## src/hw/rtl/fra_pkg.sv

```systemverilog
`timescale 1ns / 1ps

package fra_pkg;

    // Fixed widths of the result fields.
    localparam int RES_NUM_W = 33;
    localparam int RES_DEN_W = 31;

    // Action decoding: bit 1 alone selects multiply, otherwise add or subtract.
    localparam int         ACT_MUL_BIT = 1;
    localparam logic [1:0] ACT_SUB     = 2'd1;

    // Datapath operations issued by the controller.
    typedef enum logic [3:0] {
        OP_NONE,
        OP_CAPTURE,
        OP_LOAD_A,
        OP_LOAD_B,
        OP_STORE_A,
        OP_STORE_B,
        OP_MUL0,
        OP_MUL1,
        OP_MUL2,
        OP_GCD_GO,
        OP_DIV_GO,
        OP_DIV_WB,
        OP_OUT_LOAD
    } t_dp_op;

    typedef struct packed {
        t_dp_op op;
        logic   div_short;
    } t_dp_cmd;

    typedef struct packed {
        logic work_zero;
        logic gcd_done;
        logic div_done;
        logic out_free;
    } t_dp_sts;

endpackage

```

## src/hw/rtl/fra_if.sv

```systemverilog
`timescale 1ns / 1ps

interface fra_in_if #(
    parameter int OPERAND_WIDTH = 16
) ();
    logic                            valid;
    logic                            ready;
    logic        [1:0]               action;
    logic signed [OPERAND_WIDTH-1:0] a_num;
    logic signed [OPERAND_WIDTH-1:0] a_den;
    logic signed [OPERAND_WIDTH-1:0] b_num;
    logic signed [OPERAND_WIDTH-1:0] b_den;

    modport source (
        output valid, action, a_num, a_den, b_num, b_den,
        input  ready
    );
    modport sink (
        input  valid, action, a_num, a_den, b_num, b_den,
        output ready
    );
endinterface

interface fra_out_if import fra_pkg::*; ();
    logic                        valid;
    logic                        ready;
    logic signed [RES_NUM_W-1:0] res_num;
    logic        [RES_DEN_W-1:0] res_den;

    modport source (
        output valid, res_num, res_den,
        input  ready
    );
    modport sink (
        input  valid, res_num, res_den,
        output ready
    );
endinterface

```

## src/hw/rtl/fra_gcd.sv

```systemverilog
`timescale 1ns / 1ps

// Binary (Stein) GCD: one shift or one subtract per cycle.
module fra_gcd #(
    parameter int MW = 33
) (
    input  logic          i_clk,
    input  logic          i_rst_n,
    input  logic          i_start,
    input  logic [MW-1:0] i_x,
    input  logic [MW-1:0] i_y,
    output logic          o_done,
    output logic [MW-1:0] o_g
);

    localparam int KW = $clog2(MW + 1);

    logic          r_busy;
    logic          r_done;
    logic [MW-1:0] r_x;
    logic [MW-1:0] r_y;
    logic [KW-1:0] r_k;
    logic [MW-1:0] r_g;

    logic [MW-1:0] n_x;
    logic [MW-1:0] n_y;
    logic [KW-1:0] n_k;
    logic          fin;

    assign fin = (r_x == '0) || (r_y == '0);

    always_comb begin
        n_x = r_x;
        n_y = r_y;
        n_k = r_k;
        priority if (!r_x[0] && !r_y[0]) begin
            n_x = r_x >> 1;
            n_y = r_y >> 1;
            n_k = r_k + 1'b1;
        end else if (!r_x[0]) begin
            n_x = r_x >> 1;
        end else if (!r_y[0]) begin
            n_y = r_y >> 1;
        end else if (r_x >= r_y) begin
            n_x = r_x - r_y;
        end else begin
            n_y = r_y - r_x;
        end
    end

    always_ff @(posedge i_clk) begin
        if (!i_rst_n) begin
            r_busy <= 1'b0;
            r_done <= 1'b0;
        end else begin
            r_done <= 1'b0;
            if (i_start) begin
                r_busy <= 1'b1;
            end else if (r_busy && fin) begin
                r_busy <= 1'b0;
                r_done <= 1'b1;
            end
        end
    end

    always_ff @(posedge i_clk) begin
        if (i_start) begin
            r_x <= i_x;
            r_y <= i_y;
            r_k <= '0;
        end else if (r_busy && !fin) begin
            r_x <= n_x;
            r_y <= n_y;
            r_k <= n_k;
        end else if (r_busy && fin) begin
            // One of the two is zero, so the OR is the other one.
            r_g <= (r_x | r_y) << r_k;
        end
    end

    assign o_done = r_done;
    assign o_g    = r_g;

    a_g_nonzero: assert property (@(posedge i_clk) disable iff (!i_rst_n)
        r_done |-> r_g != '0)
        else $error("GCD finished with a zero divisor.");

endmodule

```

## src/hw/rtl/fra_div.sv

```systemverilog
`timescale 1ns / 1ps

// Restoring divider, one quotient bit per cycle, two dividends sharing one divisor.
// In short mode the dividends are known to fit in SW bits and only SW steps run.
module fra_div #(
    parameter int MW = 33,
    parameter int SW = 16
) (
    input  logic          i_clk,
    input  logic          i_rst_n,
    input  logic          i_start,
    input  logic          i_short,
    input  logic [MW-1:0] i_num,
    input  logic [MW-1:0] i_den,
    input  logic [MW-1:0] i_g,
    output logic          o_done,
    output logic [MW-1:0] o_q_num,
    output logic [MW-1:0] o_q_den
);

    localparam int CW = $clog2(MW + 1);

    logic          r_busy;
    logic          r_done;
    logic [CW-1:0] r_cnt;
    logic [MW-1:0] r_g;
    logic [MW-1:0] r_qn;
    logic [MW-1:0] r_qd;
    logic [MW-1:0] r_rn;
    logic [MW-1:0] r_rd;

    logic [2*MW-1:0] n_lane_n;
    logic [2*MW-1:0] n_lane_d;

    function automatic logic [2*MW-1:0] div_step(input logic [MW-1:0] rem,
                                                 input logic [MW-1:0] quo,
                                                 input logic [MW-1:0] dvs);
        logic [MW:0] sh;
        logic [MW:0] df;
        logic        ge;
        sh = {rem, quo[MW-1]};
        ge = sh >= {1'b0, dvs};
        df = sh - {1'b0, dvs};
        div_step = ge ? {df[MW-1:0], quo[MW-2:0], 1'b1}
                      : {sh[MW-1:0], quo[MW-2:0], 1'b0};
    endfunction

    assign n_lane_n = div_step(r_rn, r_qn, r_g);
    assign n_lane_d = div_step(r_rd, r_qd, r_g);

    always_ff @(posedge i_clk) begin
        if (!i_rst_n) begin
            r_busy <= 1'b0;
            r_done <= 1'b0;
            r_cnt  <= '0;
        end else begin
            r_done <= 1'b0;
            if (i_start) begin
                r_busy <= 1'b1;
                r_cnt  <= i_short ? CW'(SW) : CW'(MW);
            end else if (r_busy) begin
                r_cnt <= r_cnt - 1'b1;
                if (r_cnt == CW'(1)) begin
                    r_busy <= 1'b0;
                    r_done <= 1'b1;
                end
            end
        end
    end

    always_ff @(posedge i_clk) begin
        if (i_start) begin
            r_g  <= i_g;
            r_rn <= '0;
            r_rd <= '0;
            r_qn <= i_short ? (i_num << (MW - SW)) : i_num;
            r_qd <= i_short ? (i_den << (MW - SW)) : i_den;
        end else if (r_busy) begin
            {r_rn, r_qn} <= n_lane_n;
            {r_rd, r_qd} <= n_lane_d;
        end
    end

    assign o_done  = r_done;
    assign o_q_num = r_qn;
    assign o_q_den = r_qd;

endmodule

```

## src/hw/rtl/fra_dp.sv

```systemverilog
`timescale 1ns / 1ps

module fra_dp import fra_pkg::*; #(
    parameter int W = 16
) (
    input  logic                        i_clk,
    input  logic                        i_rst_n,
    input  t_dp_cmd                     i_cmd,
    output t_dp_sts                     o_sts,
    input  logic        [1:0]           i_action,
    input  logic signed [W-1:0]         i_a_num,
    input  logic signed [W-1:0]         i_a_den,
    input  logic signed [W-1:0]         i_b_num,
    input  logic signed [W-1:0]         i_b_den,
    input  logic                        i_out_ready,
    output logic                        o_out_valid,
    output logic signed [RES_NUM_W-1:0] o_res_num,
    output logic        [RES_DEN_W-1:0] o_res_den
);

    localparam int PW = 2 * W;
    localparam int MW = 2 * W + 1;
    localparam int EW = (MW > RES_NUM_W) ? MW : RES_NUM_W;

    logic [1:0]   r_act;
    logic [W-1:0] r_an_raw;
    logic [W-1:0] r_ad_raw;
    logic [W-1:0] r_bn_raw;
    logic [W-1:0] r_bd_raw;
    logic         r_a_neg;
    logic         r_b_neg;
    logic [W-1:0] r_a_num;
    logic [W-1:0] r_a_den;
    logic [W-1:0] r_b_num;
    logic [W-1:0] r_b_den;
    logic [PW-1:0] r_p0;
    logic [PW-1:0] r_p1;
    logic          r_w_neg;
    logic [MW-1:0] r_w_num;
    logic [MW-1:0] r_w_den;
    logic                  r_out_valid;
    logic [RES_NUM_W-1:0]  r_res_num;
    logic [RES_DEN_W-1:0]  r_res_den;

    function automatic logic [W-1:0] mag_of(input logic [W-1:0] v);
        mag_of = v[W-1] ? (~v + 1'b1) : v;
    endfunction

    // Operand normalization: sign and magnitude, zero denominator taken as one.
    logic [W-1:0] ld_nraw;
    logic [W-1:0] ld_draw;
    logic [W-1:0] ld_nmag;
    logic [W-1:0] ld_dmag;
    logic         ld_neg;

    always_comb begin
        ld_nraw = (i_cmd.op == OP_LOAD_B) ? r_bn_raw : r_an_raw;
        ld_draw = (i_cmd.op == OP_LOAD_B) ? r_bd_raw : r_ad_raw;
        ld_nmag = mag_of(ld_nraw);
        ld_dmag = (ld_draw == '0) ? {{(W-1){1'b0}}, 1'b1} : mag_of(ld_draw);
        ld_neg  = (ld_nraw[W-1] ^ ld_draw[W-1]) && (ld_nmag != '0);
    end

    // One shared multiplier, registered into its destination.
    logic [W-1:0]  mul_x;
    logic [W-1:0]  mul_y;
    logic [PW-1:0] prod;

    always_comb begin
        unique case (i_cmd.op)
            OP_MUL0: begin
                mul_x = r_a_num;
                mul_y = r_act[ACT_MUL_BIT] ? r_b_num : r_b_den;
            end
            OP_MUL1: begin
                mul_x = r_a_den;
                mul_y = r_b_num;
            end
            default: begin
                mul_x = r_a_den;
                mul_y = r_b_den;
            end
        endcase
        prod = {{W{1'b0}}, mul_x} * {{W{1'b0}}, mul_y};
    end

    // Combine the cross products in sign-magnitude.
    logic [MW-1:0] p0e;
    logic [MW-1:0] p1e;
    logic [MW-1:0] sum;
    logic [MW:0]   diff;
    logic          b_sgn;
    logic [MW-1:0] cb_mag;
    logic          cb_sgn;
    logic          cb_neg;

    always_comb begin
        p0e   = {1'b0, r_p0};
        p1e   = {1'b0, r_p1};
        sum   = p0e + p1e;
        diff  = {1'b0, p0e} - {1'b0, p1e};
        b_sgn = (r_act == ACT_SUB) ? !r_b_neg : r_b_neg;
        if (r_act[ACT_MUL_BIT]) begin
            cb_mag = p0e;
            cb_sgn = r_a_neg ^ r_b_neg;
        end else if (r_a_neg == b_sgn) begin
            cb_mag = sum;
            cb_sgn = r_a_neg;
        end else if (!diff[MW]) begin
            cb_mag = diff[MW-1:0];
            cb_sgn = r_a_neg;
        end else begin
            cb_mag = ~diff[MW-1:0] + 1'b1;
            cb_sgn = b_sgn;
        end
        cb_neg = cb_sgn && (cb_mag != '0);
    end

    // Reduction units.
    logic          gcd_done;
    logic [MW-1:0] gcd_g;
    logic          div_done;
    logic [MW-1:0] q_num;
    logic [MW-1:0] q_den;

    fra_gcd #(.MW(MW)) u_gcd (
        .i_clk   (i_clk),
        .i_rst_n (i_rst_n),
        .i_start (i_cmd.op == OP_GCD_GO),
        .i_x     (r_w_num),
        .i_y     (r_w_den),
        .o_done  (gcd_done),
        .o_g     (gcd_g)
    );

    fra_div #(.MW(MW), .SW(W)) u_div (
        .i_clk   (i_clk),
        .i_rst_n (i_rst_n),
        .i_start (i_cmd.op == OP_DIV_GO),
        .i_short (i_cmd.div_short),
        .i_num   (r_w_num),
        .i_den   (r_w_den),
        .i_g     (gcd_g),
        .o_done  (div_done),
        .o_q_num (q_num),
        .o_q_den (q_den)
    );

    // Result formatting.
    logic [EW-1:0] num_ext;
    logic [EW-1:0] neg_ext;
    logic [EW-1:0] den_ext;

    assign num_ext = EW'(r_w_num);
    assign neg_ext = ~num_ext + 1'b1;
    assign den_ext = EW'(r_w_den);

    always_ff @(posedge i_clk) begin
        unique case (i_cmd.op)
            OP_CAPTURE: begin
                r_act    <= i_action;
                r_an_raw <= i_a_num;
                r_ad_raw <= i_a_den;
                r_bn_raw <= i_b_num;
                r_bd_raw <= i_b_den;
            end
            OP_LOAD_A, OP_LOAD_B: begin
                r_w_neg <= ld_neg;
                r_w_num <= MW'(ld_nmag);
                r_w_den <= MW'(ld_dmag);
            end
            OP_STORE_A: begin
                r_a_neg <= r_w_neg;
                r_a_num <= r_w_num[W-1:0];
                r_a_den <= r_w_den[W-1:0];
            end
            OP_STORE_B: begin
                r_b_neg <= r_w_neg;
                r_b_num <= r_w_num[W-1:0];
                r_b_den <= r_w_den[W-1:0];
            end
            OP_MUL0: r_p0 <= prod;
            OP_MUL1: r_p1 <= prod;
            OP_MUL2: begin
                r_w_den <= MW'(prod);
                r_w_num <= cb_mag;
                r_w_neg <= cb_neg;
            end
            OP_DIV_WB: begin
                r_w_num <= q_num;
                r_w_den <= q_den;
            end
            OP_OUT_LOAD: begin
                r_res_num <= r_w_neg ? neg_ext[RES_NUM_W-1:0] : num_ext[RES_NUM_W-1:0];
                r_res_den <= den_ext[RES_DEN_W-1:0];
            end
            default: ;
        endcase
    end

    always_ff @(posedge i_clk) begin
        if (!i_rst_n) begin
            r_out_valid <= 1'b0;
        end else if (i_cmd.op == OP_OUT_LOAD) begin
            r_out_valid <= 1'b1;
        end else if (i_out_ready) begin
            r_out_valid <= 1'b0;
        end
    end

    assign o_sts.work_zero = (r_w_num == '0);
    assign o_sts.gcd_done  = gcd_done;
    assign o_sts.div_done  = div_done;
    assign o_sts.out_free  = !r_out_valid || i_out_ready;

    assign o_out_valid = r_out_valid;
    assign o_res_num   = r_res_num;
    assign o_res_den   = r_res_den;

    a_no_overwrite: assert property (@(posedge i_clk) disable iff (!i_rst_n)
        (i_cmd.op == OP_OUT_LOAD) |-> (!r_out_valid || i_out_ready))
        else $error("Result register loaded while an item was still waiting.");

endmodule

```

## src/hw/rtl/fra_ctrl.sv

```systemverilog
`timescale 1ns / 1ps

module fra_ctrl import fra_pkg::*; (
    input  logic    i_clk,
    input  logic    i_rst_n,
    input  logic    i_in_valid,
    output logic    o_in_ready,
    output t_dp_cmd o_cmd,
    input  t_dp_sts i_sts
);

    typedef enum logic [10:0] {
        S_IDLE     = 11'b000_0000_0001,
        S_LOAD_A   = 11'b000_0000_0010,
        S_LOAD_B   = 11'b000_0000_0100,
        S_CHECK    = 11'b000_0000_1000,
        S_GCD_WAIT = 11'b000_0001_0000,
        S_DIV_WAIT = 11'b000_0010_0000,
        S_STORE    = 11'b000_0100_0000,
        S_MUL0     = 11'b000_1000_0000,
        S_MUL1     = 11'b001_0000_0000,
        S_MUL2     = 11'b010_0000_0000,
        S_FINISH   = 11'b100_0000_0000
    } t_state;

    // Which fraction the shared reduction sequence is working on.
    typedef enum logic [1:0] {
        STG_A = 2'b00,
        STG_B = 2'b01,
        STG_R = 2'b10
    } t_stage;

    t_state r_state;
    t_state n_state;
    t_stage r_stage;
    t_stage n_stage;

    always_comb begin
        n_state         = r_state;
        n_stage         = r_stage;
        o_cmd.op        = OP_NONE;
        o_cmd.div_short = (r_stage != STG_R);
        unique case (r_state)
            S_IDLE: begin
                if (i_in_valid) begin
                    o_cmd.op = OP_CAPTURE;
                    n_stage  = STG_A;
                    n_state  = S_LOAD_A;
                end
            end
            S_LOAD_A: begin
                o_cmd.op = OP_LOAD_A;
                n_state  = S_CHECK;
            end
            S_LOAD_B: begin
                o_cmd.op = OP_LOAD_B;
                n_state  = S_CHECK;
            end
            S_CHECK: begin
                if (i_sts.work_zero) begin
                    n_state = S_STORE;
                end else begin
                    o_cmd.op = OP_GCD_GO;
                    n_state  = S_GCD_WAIT;
                end
            end
            S_GCD_WAIT: begin
                if (i_sts.gcd_done) begin
                    o_cmd.op = OP_DIV_GO;
                    n_state  = S_DIV_WAIT;
                end
            end
            S_DIV_WAIT: begin
                if (i_sts.div_done) begin
                    o_cmd.op = OP_DIV_WB;
                    n_state  = S_STORE;
                end
            end
            S_STORE: begin
                unique case (r_stage)
                    STG_A: begin
                        o_cmd.op = OP_STORE_A;
                        n_stage  = STG_B;
                        n_state  = S_LOAD_B;
                    end
                    STG_B: begin
                        o_cmd.op = OP_STORE_B;
                        n_stage  = STG_R;
                        n_state  = S_MUL0;
                    end
                    default: begin
                        n_state = S_FINISH;
                    end
                endcase
            end
            S_MUL0: begin
                o_cmd.op = OP_MUL0;
                n_state  = S_MUL1;
            end
            S_MUL1: begin
                o_cmd.op = OP_MUL1;
                n_state  = S_MUL2;
            end
            S_MUL2: begin
                o_cmd.op = OP_MUL2;
                n_state  = S_CHECK;
            end
            S_FINISH: begin
                if (i_sts.out_free) begin
                    o_cmd.op = OP_OUT_LOAD;
                    n_state  = S_IDLE;
                end
            end
            default: begin
                n_state = S_IDLE;
            end
        endcase
    end

    always_ff @(posedge i_clk) begin
        if (!i_rst_n) begin
            r_state <= S_IDLE;
            r_stage <= STG_A;
        end else begin
            r_state <= n_state;
            r_stage <= n_stage;
        end
    end

    assign o_in_ready = (r_state == S_IDLE);

    a_gcd_in_wait: assert property (@(posedge i_clk) disable iff (!i_rst_n)
        i_sts.gcd_done |-> r_state == S_GCD_WAIT)
        else $error("GCD finished while the controller was not waiting for it.");

    a_div_in_wait: assert property (@(posedge i_clk) disable iff (!i_rst_n)
        i_sts.div_done |-> r_state == S_DIV_WAIT)
        else $error("Divider finished while the controller was not waiting for it.");

endmodule

```

## src/hw/rtl/fraction_arith_reduce_top.sv

```systemverilog
`timescale 1ns / 1ps

// Fraction arithmetic with GCD reduction. Each input item carries two signed
// fractions a and b and an action (add, subtract a minus b, or multiply; the
// undefined action code behaves as multiply). A zero denominator is taken as one,
// a negative denominator moves its sign to the numerator, and each operand is
// reduced before the cross products are formed at full width, so nothing wraps.
// The result is reduced again and comes out as a signed numerator over a positive
// denominator; a zero numerator is not reduced, so its denominator is the product
// of the reduced operand denominators. Items are processed one at a time. From
// acceptance to the result register an item passes through the sequencing steps,
// the restoring divider and the shared binary GCD unit, which makes one shift or
// one subtract per cycle and needs at most two iterations per bit of its two
// inputs; a zero numerator skips the GCD unit and the divider. The restoring
// divider yields one quotient bit per cycle (OPERAND_WIDTH steps for each operand,
// 2*OPERAND_WIDTH+1 steps for the result). The result sits in an output register,
// so the next item is accepted while the previous result still waits to be taken;
// the block only stalls at the end of an item when the previous result has not
// been taken yet. Numerators and denominators that exceed the output field widths
// at larger OPERAND_WIDTH settings are truncated.
module fraction_arith_reduce_top import fra_pkg::*; #(
    parameter int OPERAND_WIDTH = 16
) (
    input  logic      i_clk,
    input  logic      i_rst_n,
    fra_in_if.sink    i_req,
    fra_out_if.source o_res
);

    // The controller sequences the datapath; the two only share commands and status.
    t_dp_cmd cmd;
    t_dp_sts sts;

    fra_ctrl u_ctrl (
        .i_clk      (i_clk),
        .i_rst_n    (i_rst_n),
        .i_in_valid (i_req.valid),
        .o_in_ready (i_req.ready),
        .o_cmd      (cmd),
        .i_sts      (sts)
    );

    // The datapath holds the operands, the shared multiplier, the GCD unit, the
    // divider and the output register.
    fra_dp #(.W(OPERAND_WIDTH)) u_dp (
        .i_clk       (i_clk),
        .i_rst_n     (i_rst_n),
        .i_cmd       (cmd),
        .o_sts       (sts),
        .i_action    (i_req.action),
        .i_a_num     (i_req.a_num),
        .i_a_den     (i_req.a_den),
        .i_b_num     (i_req.b_num),
        .i_b_den     (i_req.b_den),
        .i_out_ready (o_res.ready),
        .o_out_valid (o_res.valid),
        .o_res_num   (o_res.res_num),
        .o_res_den   (o_res.res_den)
    );

endmodule

```

## src/flat_wrapper.sv

```systemverilog
// flat-port wrapper written by rule: the top's interface ports become plain ports
module fraction_arith_reduce_top_flat import fra_pkg::*;
#(
    parameter int OPERAND_WIDTH = 16
)
  (i_clk, i_rst_n, i_req_valid, i_req_action, i_req_a_num, i_req_a_den, i_req_b_num, i_req_b_den, i_req_ready, o_res_valid, o_res_res_num, o_res_res_den, o_res_ready);
  fra_in_if #(.OPERAND_WIDTH(OPERAND_WIDTH)) i_req_i ();
  fra_out_if o_res_i ();
  input  logic i_clk;
  input  logic i_rst_n;
  input wire logic [$bits(i_req_i.valid)-1:0] i_req_valid;
  input wire logic [$bits(i_req_i.action)-1:0] i_req_action;
  input wire logic [$bits(i_req_i.a_num)-1:0] i_req_a_num;
  input wire logic [$bits(i_req_i.a_den)-1:0] i_req_a_den;
  input wire logic [$bits(i_req_i.b_num)-1:0] i_req_b_num;
  input wire logic [$bits(i_req_i.b_den)-1:0] i_req_b_den;
  output wire logic [$bits(i_req_i.ready)-1:0] i_req_ready;
  output wire logic [$bits(o_res_i.valid)-1:0] o_res_valid;
  output wire logic [$bits(o_res_i.res_num)-1:0] o_res_res_num;
  output wire logic [$bits(o_res_i.res_den)-1:0] o_res_res_den;
  input wire logic [$bits(o_res_i.ready)-1:0] o_res_ready;
  assign i_req_i.valid = i_req_valid;
  assign i_req_i.action = i_req_action;
  assign i_req_i.a_num = i_req_a_num;
  assign i_req_i.a_den = i_req_a_den;
  assign i_req_i.b_num = i_req_b_num;
  assign i_req_i.b_den = i_req_b_den;
  assign i_req_ready = i_req_i.ready;
  assign o_res_valid = o_res_i.valid;
  assign o_res_res_num = o_res_i.res_num;
  assign o_res_res_den = o_res_i.res_den;
  assign o_res_i.ready = o_res_ready;
  fraction_arith_reduce_top #(.OPERAND_WIDTH(OPERAND_WIDTH)) u_core (.i_clk(i_clk), .i_rst_n(i_rst_n), .i_req(i_req_i), .o_res(o_res_i));
endmodule
```

## config.mk

```make
export PLATFORM = sky130hd
export DESIGN_NAME = fraction_arith_reduce_top_flat
export DESIGN_NICKNAME = d
export VERILOG_FILES = /design/src/hw/rtl/fra_pkg.sv /design/src/hw/rtl/fra_if.sv /design/src/hw/rtl/fra_gcd.sv /design/src/hw/rtl/fra_div.sv /design/src/hw/rtl/fra_dp.sv /design/src/hw/rtl/fra_ctrl.sv /design/src/hw/rtl/fraction_arith_reduce_top.sv /design/src/flat_wrapper.sv
export SDC_FILE = /design/constraint.sdc
export NUM_CORES = 2
export LEC_CHECK = 0
export BUFFER_PORTS_ARGS = -buffer_cell sky130_fd_sc_hd__buf_2
export CAP_MARGIN = 20
export CORE_ASPECT_RATIO = 0.6
export CORE_UTILIZATION = 65
export CTS_BUF_LIST = sky130_fd_sc_hd__clkbuf_16
export DETAILED_ROUTE_END_ITERATION = 16
export PLACE_DENSITY_LB_ADDON = 0.25
export SYNTH_ARGS = -nofsm -noshare
export SYNTH_HDL_FRONTEND = slang
export SYNTH_SLANG_ARGS = --single-unit
```

## constraint.sdc

```tcl
create_clock -name i_clk -period 25.2 [get_ports i_clk]
set_input_delay 2.52 -clock i_clk [delete_from_list [all_inputs] [get_ports i_clk]]
set_output_delay 2.52 -clock i_clk [all_outputs]
set_load 0.005 [all_outputs]
```

* Word-level counts from Yosys, hierarchy flattened *
Cells that the tools add are included.

storage, ports and cells
  flip-flop bits (word level) = 621
  bits in latches = 0
  RAM bits = 0
  memory bits (read-only) = 0
  input port bits = 70
  output and inout port bits = 66
  logic and storage cells = 207
  memories kept = 0

operators by class
  $add $sub $neg = 12
  multiply operators = 1
  divide/modulo/power cells = 0
  magnitude comparators = 3
  eq/ne operators = 36
  shift-type cells = 1
  mux-type cells = 68
  bitwise gates (word level) = 11
  reductions and logical operators = 38

operators by type and width
  cell                     number
  $mux W33                 22
  $pmux W33 S3             2
  $mux W66                 2
  $sub A33 B33 Y33         4
  $mux W16                 7
  $logic_not A33 Y1        3
  $pmux W11 S9             1
  $ge A34 B33 Y1           2
  $add A33 B1 Y33 const B  2
  $not A33 Y33             2
  $mux W11                 4
  $pmux W4 S11             1
  $add A32 B32 Y33         1
  $ge A33 B33 Y1           1
  $or A33 B33 Y33          1
  $reduce_bool A33 Y1      1
  $shl A33 B6 Y33          1
  $sub A32 B32 Y33         1
  $add A16 B1 Y16 const B  2
  $mul A16 B16 Y32         1
  $not A16 Y16             2
  $pmux W16 S2             1
  $pmux W11 S2             1
  $eq A4 B4 Y1 const B     5
  46 further kinds         100

* Logic depth before layout (Yosys ltp) *
  depth after elaboration = 12
  mapped depth = 36
  mapped depth without buffers = 32

* Hierarchy *
From an unflattened synthesis, not the netlist that was laid out.

unflattened totals
  cells, all modules = 5302
  area, all modules = 50019.2 um^2

by module, submodules not included
  module    instances  cells each  area an instance (um^2)  seq. area each (um^2)
  fra_dp    1          2603        26636.8                  9839.4
  fra_div   1          1262        11422.2                  4454.3
  fra_gcd   1          1332        11129.4                  3133.0
  fra_ctrl  1          105         830.8                    260.2

* Least setup slack after synthesis *
OpenSTA, ideal clock, no wires.

  kind = register -> register
  start point = reg u_core.u_ctrl.r_state[2]
  end point = reg u_core.u_dp.r_w_den[30], in the netlist u_core.u_dp.den_ext[30] (data pin)
  setup time = 256 ps
  arrival time = 7922 ps
  required time = 24944 ps
  slack = 17022 ps
  cell stages (with the launch flop) = 33
  buffers on the path = 4
  period minus slack after synthesis = 8178 ps
  cells stage by stage = dfxtp_1 clkbuf_1 nor4_1 and2_0 nand2_1 nor3_1 a32oi_1 buf_1 buf_1 mux2_2 clkbuf_1 nand2_1 fa_1 fa_1 fa_1 fa_1 inv_1 fa_1 inv_1 fa_1 inv_1 ha_1 a21o_1 a21oi_1 o21ai_0 a21o_1 a211o_1 a21o_1 a21o_1 a211oi_1 a22o_1 xnor2_1 a22o_1

between the ends
  cells in the longest elaborated chain, start to end = 6
  elaborated cells on any way between the ends = 23
  those cells by class = 1 x mul; 17 x eq/ne; 4 x mux; 1 x reduce/logical

RTL lines
  item                                             RTL line         source
  start, declared                                  fra_ctrl.sv:33   t_state r_state;
  start signal, assigned                           fra_ctrl.sv:125  r_state <= n_state;
  $eq A11 B11 Y1, or another cell as far along     fra_ctrl.sv:43   unique case (r_state)
  $pmux W4 S11 (*)                                 fra_ctrl.sv:43
  $eq A4 B3 Y1                                     fra_dp.sv:70     unique case (i_cmd.op)
  $pmux W16 S2 / $mux W16 (equally long branches)  fra_dp.sv:70
  $mul A16 B16 Y32 (*)                             fra_dp.sv:84     prod = {{W{1'b0}}, mul_x} * {{W{1'b0}}, mul_y};
  via u_core.u_dp.prod[30]                         fra_dp.sv:67     logic [PW-1:0] prod;
  $pmux W33 S3 (*)                                 fra_dp.sv:159    unique case (i_cmd.op)
  end signal, assigned                             fra_dp.sv:170    r_w_den <= MW'(ld_dmag);
  end signal, assigned                             fra_dp.sv:185    r_w_den <= MW'(prod);
  end signal, assigned                             fra_dp.sv:191    r_w_den <= q_den;
  end, declared                                    fra_dp.sv:40     logic [MW-1:0] r_w_den;

The timed path passes the listed nets; every way through them passes the cells marked *.
A chain may end at the register's enable or synchronous reset.

* Worst setup path after layout *
  start point = reg u_core.u_ctrl.r_state[0]
  end point = reg u_core.u_dp.r_w_den[30], in the netlist u_core.u_dp.den_ext[30] (data pin)

Same word-level chain as after synthesis.

==> Flow_metrics.wiki <==
{| class="wikitable"
! Metric !! Value
|-
| Result of the run || finished, final reports clean
|-
| Uppermost metal layer occupied by signal nets || met5
|-
| Part of the Yosys area used for sequential elements || 36.3%
|-
| Share of cells above drive strength 1 || 8.08%
|-
| Async set or reset register ratio after synthesis || 0%
|-
| Layout Cells excl Fill || 6,262
|-
| Maximum number of pins on one net before global-route repair || 89
|-
| Number of maximum-capacitance constraint violations || 0
|-
| Launch instance of the worst min-delay path || u_core.u_dp.u_gcd.o_g[0]
|-
| Upper clock frequency limit || between 0.1 and 0.15 GHz
|-
| Detailed route wirelength on metal2 || just over 60,000 um
|-
| End point of the worst hold path || u_core.u_dp.u_div.r_g[0]
|-
| Root buffer selected by CTS || sky130_fd_sc_hd__clkbuf_16
|-
| TritonCTS clock tree || built
|-
| Crit Path Class || flop to flop
|-
| # resized after CTS || 0
|-
| Critical Path Source Type || flop
|-
| Critical path required time || 25.60 ns
|-
| Top-level I/O count || 136
|-
| Routed via count divided by cell count || just under 7
|-
| Number of nets with antenna violations after routing || 0
|-
| Die extent in y || approximately 210 um
|-
| Total of warnings raised by yosys || 0
|-
| Worst reg2reg setup slack || 16.41 ns
|-
| Destination of the worst register-to-register timing path || u_core.u_dp.den_ext[30]
|-
| Quantity of hold-fixing buffers added after cts || 0
|-
| Source of the worst register-to-register timing path || u_core.u_ctrl.r_state[0]
|-
| Headroom to the max-slew limit || 14.3%
|-
| Final setup viols || 0
|-
| CTS sink count || 621
|-
| Count of flip-flops with a built-in enable after synthesis || approximately 530
|-
| Final hold violation count || 0
|-
| Cell count after synthesis || 5,199
|-
| Static power due to leakage || 21.6 nW
|-
| Die outline width || 355 um
|-
| Worst slack at placement || between 15 and 20 ns
|-
| Worst EP arrival || 9.20 ns
|-
| Met3 routed WL || 31,900 um
|-
| Number of iterations in the first detailed-routing pass || 7
|-
| Post-CTS clock slew at the launch and capture registers of the worst setup and hold paths || ~0.07 ns
|-
| Number of global-route vias before repair || 38,400
|-
| Standard cell area after detailed placement || 50,200 sq um
|-
| Final estimated routing congestion in global placement || 1.03
|-
| Critical Path Sink Type || flop
|-
| Wire length of the first global-routing pass || 247,000 um
|-
| Worst Tran Pin Value || ~1.3 ns
|-
| Drt first-iter violations || ~6,700
|-
| Number of design rule violations left after detail routing || 0
|-
| Syn avg cell area || approximately 9.4 sq um
|-
| Count of unique library cells instantiated by Yosys || around 100
|-
| Total of flip-flops plus latches after synthesis || 621
|-
| Period utilisation layout || a little over a third
|-
| Min Clock Period, post-route || roughly 9 ns
|-
| Buffers on Ports || approximately 140
|-
| Max IR drop VDD || 66.0 uV
|-
| Critical path peak fanout || 28
|-
| Final sum of negative setup slack || 0 ns
|-
| Nets in the synthesized netlist || 5,811
|-
| Worst Skew || 0.0724 ns
|-
| Placed Cells incl. Taps || 6,139
|-
| Final cell area excluding filler cells || 52,400 sq um
|-
| Wire length per cell || 26.9 um
|-
| Synth-to-Final Area Change || 7.54%
|-
| Primary flip-flop cell chosen by synthesis mapping || sky130_fd_sc_hd__edfxtp_1
|-
| Cts bufs inserted || slightly below 60
|-
| Worst hold path depth || 0
|-
| Detailed-route wire length || 168,000 um
|-
| RSZ-0062 raised after global routing || no
|-
| Post-Route M1 WL || 69,900 um
|-
| Clock network latency to the later pin of the worst-skew pair || 0.70 ns
|-
| Initial core utilization || 65.9%
|-
| Syn Std Cell Area || roughly 49,000 sq um
|-
| Nets@finish || 5,832
|-
| GRT Residual Overflow || 0
|-
| Clk buf depth || 3
|-
| Area of the core || 73,900 sq um
|-
| Buffers inserted by post-CTS timing repair || 0
|-
| Logic depth of the worst register-to-register path || 27
|-
| HPWL after DPL || 128,000 um
|-
| Global router's overall resource usage || 43.5%
|-
| Pwr dens || 55.4 nW/um^2
|-
| Hold crit path type || flop to flop
|-
| Antenna violations before repair || 8
|-
| Maximum level of the CTS H-tree || 2
|-
| Max Slew Vio Count || 0
|-
| Post-layout power || a little under 0.003 W
|-
| Routed via count || ~42,000
|-
| FP Rows || 77
|-
| Setup slack of the critical path after layout || between 15 and 20 ns
|-
| Area enclosed by the die boundary || 76,000 sq um
|}
[flip-flops by register name (all words and copies together), names as in the netlist, 31 cells and up]
signal                     count
u_core.u_dp.num_ext           33
u_core.u_dp.den_ext           33
u_core.u_dp.o_res_num         33
u_core.u_dp.u_div.r_g         33
u_core.u_dp.o_res_den         31
u_core.u_dp.u_div.r_rd        33
u_core.u_dp.r_p0              32
u_core.u_dp.u_gcd.r_y         33
u_core.u_dp.u_gcd.o_g         33
u_core.u_dp.r_p1              32
u_core.u_dp.u_div.r_rn        33
u_core.u_dp.u_gcd.r_x         33
u_core.u_dp.u_div.o_q_den     33
u_core.u_dp.u_div.o_q_num     33
[critical path, cell delays in order (launching register included)]
cell                       delay, ns
sky130_fd_sc_hd__dfxtp_1        0.38
sky130_fd_sc_hd__nor4_1         0.40
sky130_fd_sc_hd__and2_0         0.41
sky130_fd_sc_hd__nand2_1        0.15
sky130_fd_sc_hd__nor3_1         0.27
sky130_fd_sc_hd__a32oi_2        0.15
sky130_fd_sc_hd__buf_4          0.30
sky130_fd_sc_hd__mux2i_1        0.80
sky130_fd_sc_hd__nor2_1         0.18
sky130_fd_sc_hd__fa_1           0.60
sky130_fd_sc_hd__fa_1           0.43
sky130_fd_sc_hd__fa_1           0.51
sky130_fd_sc_hd__fa_1           0.43
sky130_fd_sc_hd__fa_1           0.50
sky130_fd_sc_hd__inv_1          0.05
sky130_fd_sc_hd__fa_1           0.47
sky130_fd_sc_hd__inv_1          0.04
sky130_fd_sc_hd__ha_1           0.32
sky130_fd_sc_hd__a21oi_1        0.16
sky130_fd_sc_hd__nor2b_1        0.08
sky130_fd_sc_hd__or2_2          0.30
sky130_fd_sc_hd__a211o_1        0.27
sky130_fd_sc_hd__a21o_1         0.18
sky130_fd_sc_hd__a21o_1         0.22
sky130_fd_sc_hd__a211oi_1       0.35
sky130_fd_sc_hd__a22o_1         0.20
sky130_fd_sc_hd__xnor2_1        0.09
sky130_fd_sc_hd__a22o_1         0.20
[cells in the mapped netlist, types with 12 or more instances]
cell	count	area share (%)
sky130_fd_sc_hd__a211o_1	12	0.22
sky130_fd_sc_hd__a211oi_1	40	0.62
sky130_fd_sc_hd__a21boi_0	13	0.20
sky130_fd_sc_hd__a21o_1	62	0.96
sky130_fd_sc_hd__a21oi_1	386	4.0
sky130_fd_sc_hd__a221oi_1	17	0.31
sky130_fd_sc_hd__a22o_1	22	0.40
sky130_fd_sc_hd__a22oi_1	31	0.48
sky130_fd_sc_hd__a31oi_1	40	0.51
sky130_fd_sc_hd__and2_1	30	0.39
sky130_fd_sc_hd__and3_1	66	0.85
sky130_fd_sc_hd__and4_1	12	0.22
sky130_fd_sc_hd__buf_1	22	0.17
sky130_fd_sc_hd__buf_2	22	0.23
sky130_fd_sc_hd__clkbuf_1	193	1.5
sky130_fd_sc_hd__dfxtp_1	96	3.9
sky130_fd_sc_hd__edfxtp_1	525	32
sky130_fd_sc_hd__fa_1	200	8.2
sky130_fd_sc_hd__ha_1	342	8.8
sky130_fd_sc_hd__inv_1	476	3.7
sky130_fd_sc_hd__mux2_2	47	1.1
sky130_fd_sc_hd__mux2i_1	175	3.6
sky130_fd_sc_hd__nand2_1	492	3.8
sky130_fd_sc_hd__nand2b_1	58	0.75
sky130_fd_sc_hd__nand3_1	95	0.98
sky130_fd_sc_hd__nand4_1	30	0.39
sky130_fd_sc_hd__nor2_1	462	3.6
sky130_fd_sc_hd__nor2b_1	47	0.60
sky130_fd_sc_hd__nor3_1	127	1.3
sky130_fd_sc_hd__nor3b_1	12	0.19
sky130_fd_sc_hd__nor4_1	53	0.68
sky130_fd_sc_hd__o211ai_1	28	0.43
sky130_fd_sc_hd__o21a_1	26	0.40
sky130_fd_sc_hd__o21ai_0	321	3.3
sky130_fd_sc_hd__o21bai_1	47	0.72
sky130_fd_sc_hd__o31ai_1	38	0.59
sky130_fd_sc_hd__or2_2	16	0.21
sky130_fd_sc_hd__or3_1	20	0.26
sky130_fd_sc_hd__or4_1	16	0.25
sky130_fd_sc_hd__xnor2_1	209	3.8
sky130_fd_sc_hd__xor2_1	66	1.2
[report_power, final]
| part | internal [W] | switching (W) |
|---|---|---|
| sequential | 0.00121 | 0.000105 |
| clock | 0.000518 | 0.000442 |
| combinational | 0.000226 | 0.000397 |
[stage by stage]
| stage | util, % | hold WS, ns |
|---|---|---|
| after floorplan | - | 0.400 |
| after global placement | 68.0 | 0.401 |
| after detailed placement | 68.0 | 0.405 |
| after CTS | 70.7 | 0.414 |
| after global routing | 70.9 | 0.418 |
| final | 70.9 | 0.414 |
[cells by family after synthesis]
| group | count (synthesis) | share of synthesized area, % |
|---|---|---|
| mux | 228 | 4.92 |
| buf+inv | 725 | 5.70 |
| xor+xnor | 275 | 4.95 |
| compound gates | 1231 | 15.9 |
| fa+ha+maj | 542 | 17.0 |
| simple gates | 1577 | 15.2 |
| flops | 621 | 36.3 |
[worst max-delay path by stage]
stage / from / endpoint / slack [ns]
2_1_floorplan: u_core.u_ctrl.r_state[2] / u_core.u_dp.den_ext[30] / 17.02
3_3_place_gp: u_core.u_ctrl.r_state[0] / u_core.u_dp.den_ext[30] / 16.80
3_5_place_dp: u_core.u_ctrl.r_state[0] / u_core.u_dp.den_ext[30] / 16.72
4_1_cts: u_core.u_ctrl.r_state[0] / u_core.u_dp.den_ext[30] / 16.64
5_1_grt: u_core.u_ctrl.r_state[2] / u_core.u_dp.den_ext[30] / 15.99
6_report: u_core.u_ctrl.r_state[0] / u_core.u_dp.den_ext[30] / 16.41
[cells in the final DEF, fill, tap and decap left out, types with 45 or more instances in the layout]
master | netlist | routed
sky130_fd_sc_hd__edfxtp_1 | 525 | 525
sky130_fd_sc_hd__nand2_1 | 492 | 489
sky130_fd_sc_hd__inv_1 | 476 | 481
sky130_fd_sc_hd__nor2_1 | 462 | 460
sky130_fd_sc_hd__a21oi_1 | 386 | 386
sky130_fd_sc_hd__ha_1 | 342 | 342
sky130_fd_sc_hd__o21ai_0 | 321 | 321
sky130_fd_sc_hd__xnor2_1 | 209 | 208
sky130_fd_sc_hd__fa_1 | 200 | 200
sky130_fd_sc_hd__mux2i_1 | 175 | 175
sky130_fd_sc_hd__buf_2 | 22 | 135
sky130_fd_sc_hd__nor3_1 | 127 | 125
sky130_fd_sc_hd__nand3_1 | 95 | 94
sky130_fd_sc_hd__dfxtp_1 | 96 | 94
sky130_fd_sc_hd__xor2_1 | 66 | 66
sky130_fd_sc_hd__and3_1 | 66 | 66
sky130_fd_sc_hd__buf_4 | 4 | 66
sky130_fd_sc_hd__a21o_1 | 62 | 62
sky130_fd_sc_hd__clkbuf_16 | 0 | 59
sky130_fd_sc_hd__nand2b_1 | 58 | 58
sky130_fd_sc_hd__nor4_1 | 53 | 52
sky130_fd_sc_hd__mux2_2 | 47 | 47
sky130_fd_sc_hd__o21bai_1 | 47 | 47
sky130_fd_sc_hd__nor2b_1 | 47 | 45
[layer usage]
layer  vias to the layer above  global-route usage, %
li1                      18500                      -
met2                      3192                   53.4
met3                       368                   21.4
met1                     20300                   66.5
met4                        14                   10.9
met5                         -                      0
[cell type report]
cell class                 count  area, sq um
timing repair buffer         203         1220
multi-input combinational   3853        28300
inverter                     482         1810
clock buffer                  59         1480
fill                        5640        21500
clock inverter                53          579
tap                          987         1230
antenna                        4         10.0
sequential                   621        17700
Power figures use the tool's default switching activity.
